==> config.mk <==
export PLATFORM = sky130hd
export DESIGN_NAME = gmv_acc
export DESIGN_NICKNAME = d
export VERILOG_FILES = /design/src/sv/gmv_pkg.sv /design/src/sv/gmv_acc.sv
export SDC_FILE = /design/constraint.sdc
export NUM_CORES = 1
export LEC_CHECK = 0
export BUFFER_PORTS_ARGS = -buffer_cell sky130_fd_sc_hd__buf_2
export CAP_MARGIN = 20
export CORE_MARGIN = 3
export CORE_UTILIZATION = 34
export DETAILED_ROUTE_END_ITERATION = 7
export SLEW_MARGIN = 15
export SYNTH_ARGS = -nofsm -noshare
export SYNTH_HDL_FRONTEND = slang
export SYNTH_SLANG_ARGS = --single-unit
==> constraint.sdc <==
create_clock -name i_clk -period 1.75 [get_ports i_clk]
set_input_delay 0.2625 -clock i_clk [delete_from_list [all_inputs] [get_ports i_clk]]
set_output_delay 0.2625 -clock i_clk [all_outputs]
set_load 0.1 [all_outputs]
==> src/sv/gmv_pkg.sv <==
// Package for the GF(2) matrix-vector product unit: types and constants.
`timescale 1ns / 1ps

package gmv_pkg;

    localparam int WORD_BITS = 64;
    localparam int NUM_WORDS = 4;
    localparam int VEC_BITS  = NUM_WORDS * WORD_BITS;
    localparam int GRP_W     = $clog2(NUM_WORDS);
    localparam int COL_W     = $clog2(VEC_BITS);
    localparam int BIT_W     = $clog2(WORD_BITS);

    localparam logic [1:0] OP_LOAD_KEY = 2'd0;
    localparam logic [1:0] OP_LOAD_VEC = 2'd1;
    localparam logic [1:0] OP_EVAL     = 2'd2;

    typedef struct packed {
        logic [1:0]           op;
        logic [GRP_W-1:0]     row_group;
        logic [COL_W-1:0]     column;
        logic [WORD_BITS-1:0] data;
    } t_in;

    typedef struct packed {
        logic [GRP_W-1:0]     word_index;
        logic [WORD_BITS-1:0] product_word;
        logic                 last;
    } t_out;

    typedef struct packed {
        logic clear;
        logic xor_en;
    } t_acc_ctrl;

    typedef logic [NUM_WORDS-1:0][WORD_BITS-1:0] t_words;

endpackage

==> src/sv/gmv_acc.sv <==
// Shared XOR accumulator holding the product words.
`timescale 1ns / 1ps

module gmv_acc (
    input  logic                          i_clk,
    input  gmv_pkg::t_acc_ctrl            i_ctrl,
    input  gmv_pkg::t_words               i_col,
    input  logic [gmv_pkg::GRP_W-1:0]     i_sel,
    output logic [gmv_pkg::WORD_BITS-1:0] o_word
);

    gmv_pkg::t_words r_acc;
    gmv_pkg::t_words n_acc;

    always_comb begin
        n_acc = r_acc;
        if (i_ctrl.clear) begin
            n_acc = '0;
        end else if (i_ctrl.xor_en) begin
            n_acc = r_acc ^ i_col;
        end
    end

    always_ff @(posedge i_clk) begin
        r_acc <= n_acc;
    end

    assign o_word = r_acc[i_sel];

endmodule

==> run_summary.xml <==
<?xml version="1.0" encoding="UTF-8"?>
<metrics>
  <group name="outcome">
    <metric name="outcome" unit="">finished with violations</metric>
    <metric name="failed_checks" unit="">negative setup slack</metric>
  </group>
  <group name="route">
    <metric name="route.vias.total" unit="">11941</metric>
    <metric name="wirelength" unit="mm">41.0</metric>
    <metric name="drtPass1Iterations" unit="">5</metric>
    <metric name="antenna_violating_nets_left" unit="">0</metric>
    <metric name="detailedRoute.firstIterationViolations" unit="">628</metric>
    <metric name="drt_drc_violations_left" unit="">0</metric>
    <metric name="via_per_inst" unit="">5.17</metric>
    <metric name="drt-wirelength-per-cell" unit="um">17.8</metric>
  </group>
  <group name="grt">
    <metric name="grt_antenna_before_repair" unit="">5</metric>
    <metric name="first_global_vias" unit="">12407</metric>
    <metric name="wire_length_of_the_first_global_routing_pass" unit="mm">65.5</metric>
    <metric name="globalRoute.totalOverflow" unit="">0</metric>
    <metric name="track_usage" unit="">0.194</metric>
    <metric name="pin_count_of_the_biggest_net_entering_global_routing" unit="">81</metric>
  </group>
  <group name="yosys">
    <metric name="post_synth.cell_area_avg" unit="um^2">10.9</metric>
    <metric name="yosysSeqAreaShare" unit="">0.397</metric>
    <metric name="synth_enable_flop_cells" unit="">0</metric>
    <metric name="synth-main-ff-cell" unit="">sky130_fd_sc_hd__dfxtp_1</metric>
    <metric name="synth.top_cells.by_area" unit="">sky130_fd_sc_hd__dfxtp_1, sky130_fd_sc_hd__a21bo_2, sky130_fd_sc_hd__nand3b_1</metric>
    <metric name="post_synth_inst_count" unit="">1187</metric>
    <metric name="asyncSetResetFlopFracSynth" unit="">0</metric>
    <metric name="ys_ff_latch" unit="">256</metric>
    <metric name="post-synth-top-area-fraction" unit="">0.397</metric>
    <metric name="synth.cells.most_frequent" unit="">sky130_fd_sc_hd__a21bo_2, sky130_fd_sc_hd__a21oi_1, sky130_fd_sc_hd__dfxtp_1, sky130_fd_sc_hd__nand3b_1, sky130_fd_sc_hd__mux4_2</metric>
    <metric name="syn_area" unit="um^2">12900</metric>
    <metric name="post_synthesis_cell_type_with_the_largest_combined_area" unit="">sky130_fd_sc_hd__dfxtp_1</metric>
    <metric name="yosysUniqueCellTypes" unit="">12</metric>
    <metric name="synth_warnings" unit="">0</metric>
    <metric name="synth.net_count" unit="">1448</metric>
  </group>
  <group name="sta">
    <metric name="setup_viol" unit="">64</metric>
    <metric name="max_slew_margin" unit="">0.643</metric>
    <metric name="period_needed" unit="ns">1.86</metric>
    <metric name="worst_slew_pin_slew" unit="ns">0.536</metric>
    <metric name="total_negative_setup_slacks" unit="ns">-4.63</metric>
    <metric name="clock-skew-final" unit="ns">0</metric>
    <metric name="fmaxAchievable" unit="MHz">536</metric>
    <metric name="final_critical_path_setup_slack" unit="ns">-0.115</metric>
    <metric name="setup_repair_after_global_routing_missed_its_margin" unit="">yes</metric>
    <metric name="layout_worst_path_cycle_share" unit="">1.07</metric>
    <metric name="final-hold-violation-count" unit="">0</metric>
    <metric name="drv_slew" unit="">0</metric>
  </group>
  <group name="cells_and_area">
    <metric name="area.sequential" unit="um^2">5250</metric>
    <metric name="layout_cell_share_with_drive_strength_beyond_1" unit="">0.487</metric>
    <metric name="largest_reg_flops" unit="">256</metric>
    <metric name="layout.filler_cells" unit="">3146</metric>
    <metric name="multi_input_comb_area" unit="um^2">7210</metric>
    <metric name="postLayoutCoreUtil" unit="">0.538</metric>
    <metric name="flow.area_growth_from_synthesis" unit="%">54.1</metric>
    <metric name="layout_top_registers" unit="">r_acc x256</metric>
    <metric name="registers.top_by_ff_count" unit="">r_acc</metric>
    <metric name="nets" unit="">2043</metric>
  </group>
  <group name="clock_tree">
    <metric name="tritoncts" unit="">built</metric>
    <metric name="cts-root-buf" unit="">sky130_fd_sc_hd__clkbuf_16</metric>
    <metric name="cts-buffers-inserted" unit="">29</metric>
    <metric name="numClockSinks" unit="">256</metric>
    <metric name="clk_latency" unit="ns">0.55</metric>
    <metric name="cts-root-to-sink-buffers" unit="">3</metric>
    <metric name="clkTransAtPathRegs" unit="ns">0.06</metric>
    <metric name="h-tree-depth" unit="">1</metric>
  </group>
  <group name="power">
    <metric name="pwr_density_cell" unit="nW/um^2">843</metric>
    <metric name="cellLeakagePower" unit="nW">7.96</metric>
    <metric name="irDropWorstVdd" unit="mV">0.799</metric>
    <metric name="power.total" unit="W">0.0168</metric>
  </group>
  <group name="worst_hold_path">
    <metric name="worst_hold_startpoint" unit="">i_col[110]</metric>
    <metric name="worst_hold_path_type" unit="">primary input to flip-flop</metric>
  </group>
  <group name="floorplan">
    <metric name="io_pins" unit="">325</metric>
    <metric name="starting_utilization_of_the_core_area" unit="">0.349</metric>
    <metric name="chipHeight" unit="um">201</metric>
    <metric name="rows" unit="">70</metric>
    <metric name="die_x" unit="um">201</metric>
    <metric name="floorplan.die_area" unit="um^2">40400</metric>
    <metric name="core_area" unit="um^2">37000</metric>
  </group>
  <group name="job">
    <metric name="max-cap-violations" unit="">0</metric>
  </group>
  <group name="place">
    <metric name="io_buffers" unit="">324</metric>
    <metric name="routabilityCongestion" unit="">0.819</metric>
    <metric name="place.detailed.hpwl" unit="mm">26.7</metric>
  </group>
  <group name="critical_path">
    <metric name="crit_type" unit="">flip-flop to primary output</metric>
    <metric name="setup.worst_path.start" unit="">r_acc[201]</metric>
    <metric name="critPathRequiredTime" unit="ns">1.49</metric>
    <metric name="worst_setup_path_start_kind" unit="">flip-flop</metric>
    <metric name="critical_path.reg2reg.startpoint" unit="">r_acc[209]</metric>
    <metric name="cp-end-kind" unit="">primary output</metric>
    <metric name="critical_path.max_fanout" unit="">3</metric>
    <metric name="worst_ep_arrival_time" unit="ns">1.60</metric>
  </group>
</metrics>
[final timing paths]
kind,endpoint,slack [ns],cells past startpoint
setup / recovery,o_word[9],-0.11,2
hold / removal,r_acc[110],0.02,3
setup reg to reg,r_acc[209],0.88,3
hold reg to reg,r_acc[150],0.52,2
[stage by stage]
stage	setup slack, ns	hold WS (ns)	area (um^2)	cells
2_1_floorplan	0.0352	0.426	12900	1187
3_3_place_gp	-0.0601	0.511	15600	1967
3_5_place_dp	-0.0805	0.523	15600	1967
4_1_cts	-0.153	0.000717	19700	2299
5_1_grt	-0.153	0.00191	19900	2311
6_report	-0.115	0.0161	19900	2311
[report_power, final]
part           internal (W)  switching (W)  total [W]
clock               0.00359        0.00244    0.00603
sequential          0.00625       0.000267    0.00652
combinational       0.00211        0.00213    0.00423
total                0.0120        0.00484     0.0168
[layer usage]
| layer | GRT usage | vias to the layer above | wire length [um] |
|---|---|---|---|
| met2 | 0.350 | 319 | 20900 |
| met3 | 0.0331 | 85 | 1910 |
| met4 | 0.0592 | 0 | 1260 |
| met5 | 0 | - | 0 |
| li1 | - | 5673 | - |
| met1 | 0.237 | 5864 | 17000 |
[layout make-up]
type,instances,area share
Tap cell,504,0.0317
Multi-Input combinational cell,832,0.362
Clock buffer,46,0.0447
Antenna cell,5,0.000628
Timing Repair Buffer,663,0.295
Clock inverter,5,0.00251
Sequential cell,256,0.264
[timing repair]
action,CTS,global route
gates resized for setup,167,68
pin swaps,0,0
setup endpoints to repair,64,64
hold buffers,251,0
setup buffers,30,7
hold endpoints to repair,251,0
[kinds of logic (layout without fill, tap and decap cells)]
kind of cell	after synthesis	count (layout)	share of synthesized area
buffers and inverters	99	714	0.0445
multiplexers	64	64	0.113
AO/OA/AOI/OAI	512	512	0.297
flip-flops	256	256	0.397
AND/OR/NAND/NOR	256	256	0.149
other	0	5	0
[layout by cell type, fill, tap and decap left out, drive strengths merged]
master	n
buf	411
a21bo	256
nand3b	256
a21oi	256
dfxtp	256
dlygate4sd3	251
mux4	64
clkbuf	47
diode	5
clkinv	4
bufinv	1
[critical path, stage by stage, from the launching register on]
cell and delay (ns):
sky130_fd_sc_hd__dfxtp_2 0.33, sky130_fd_sc_hd__mux4_2 0.52, sky130_fd_sc_hd__buf_12 0.19
Note: power is estimated with default switching activity, not from simulation.
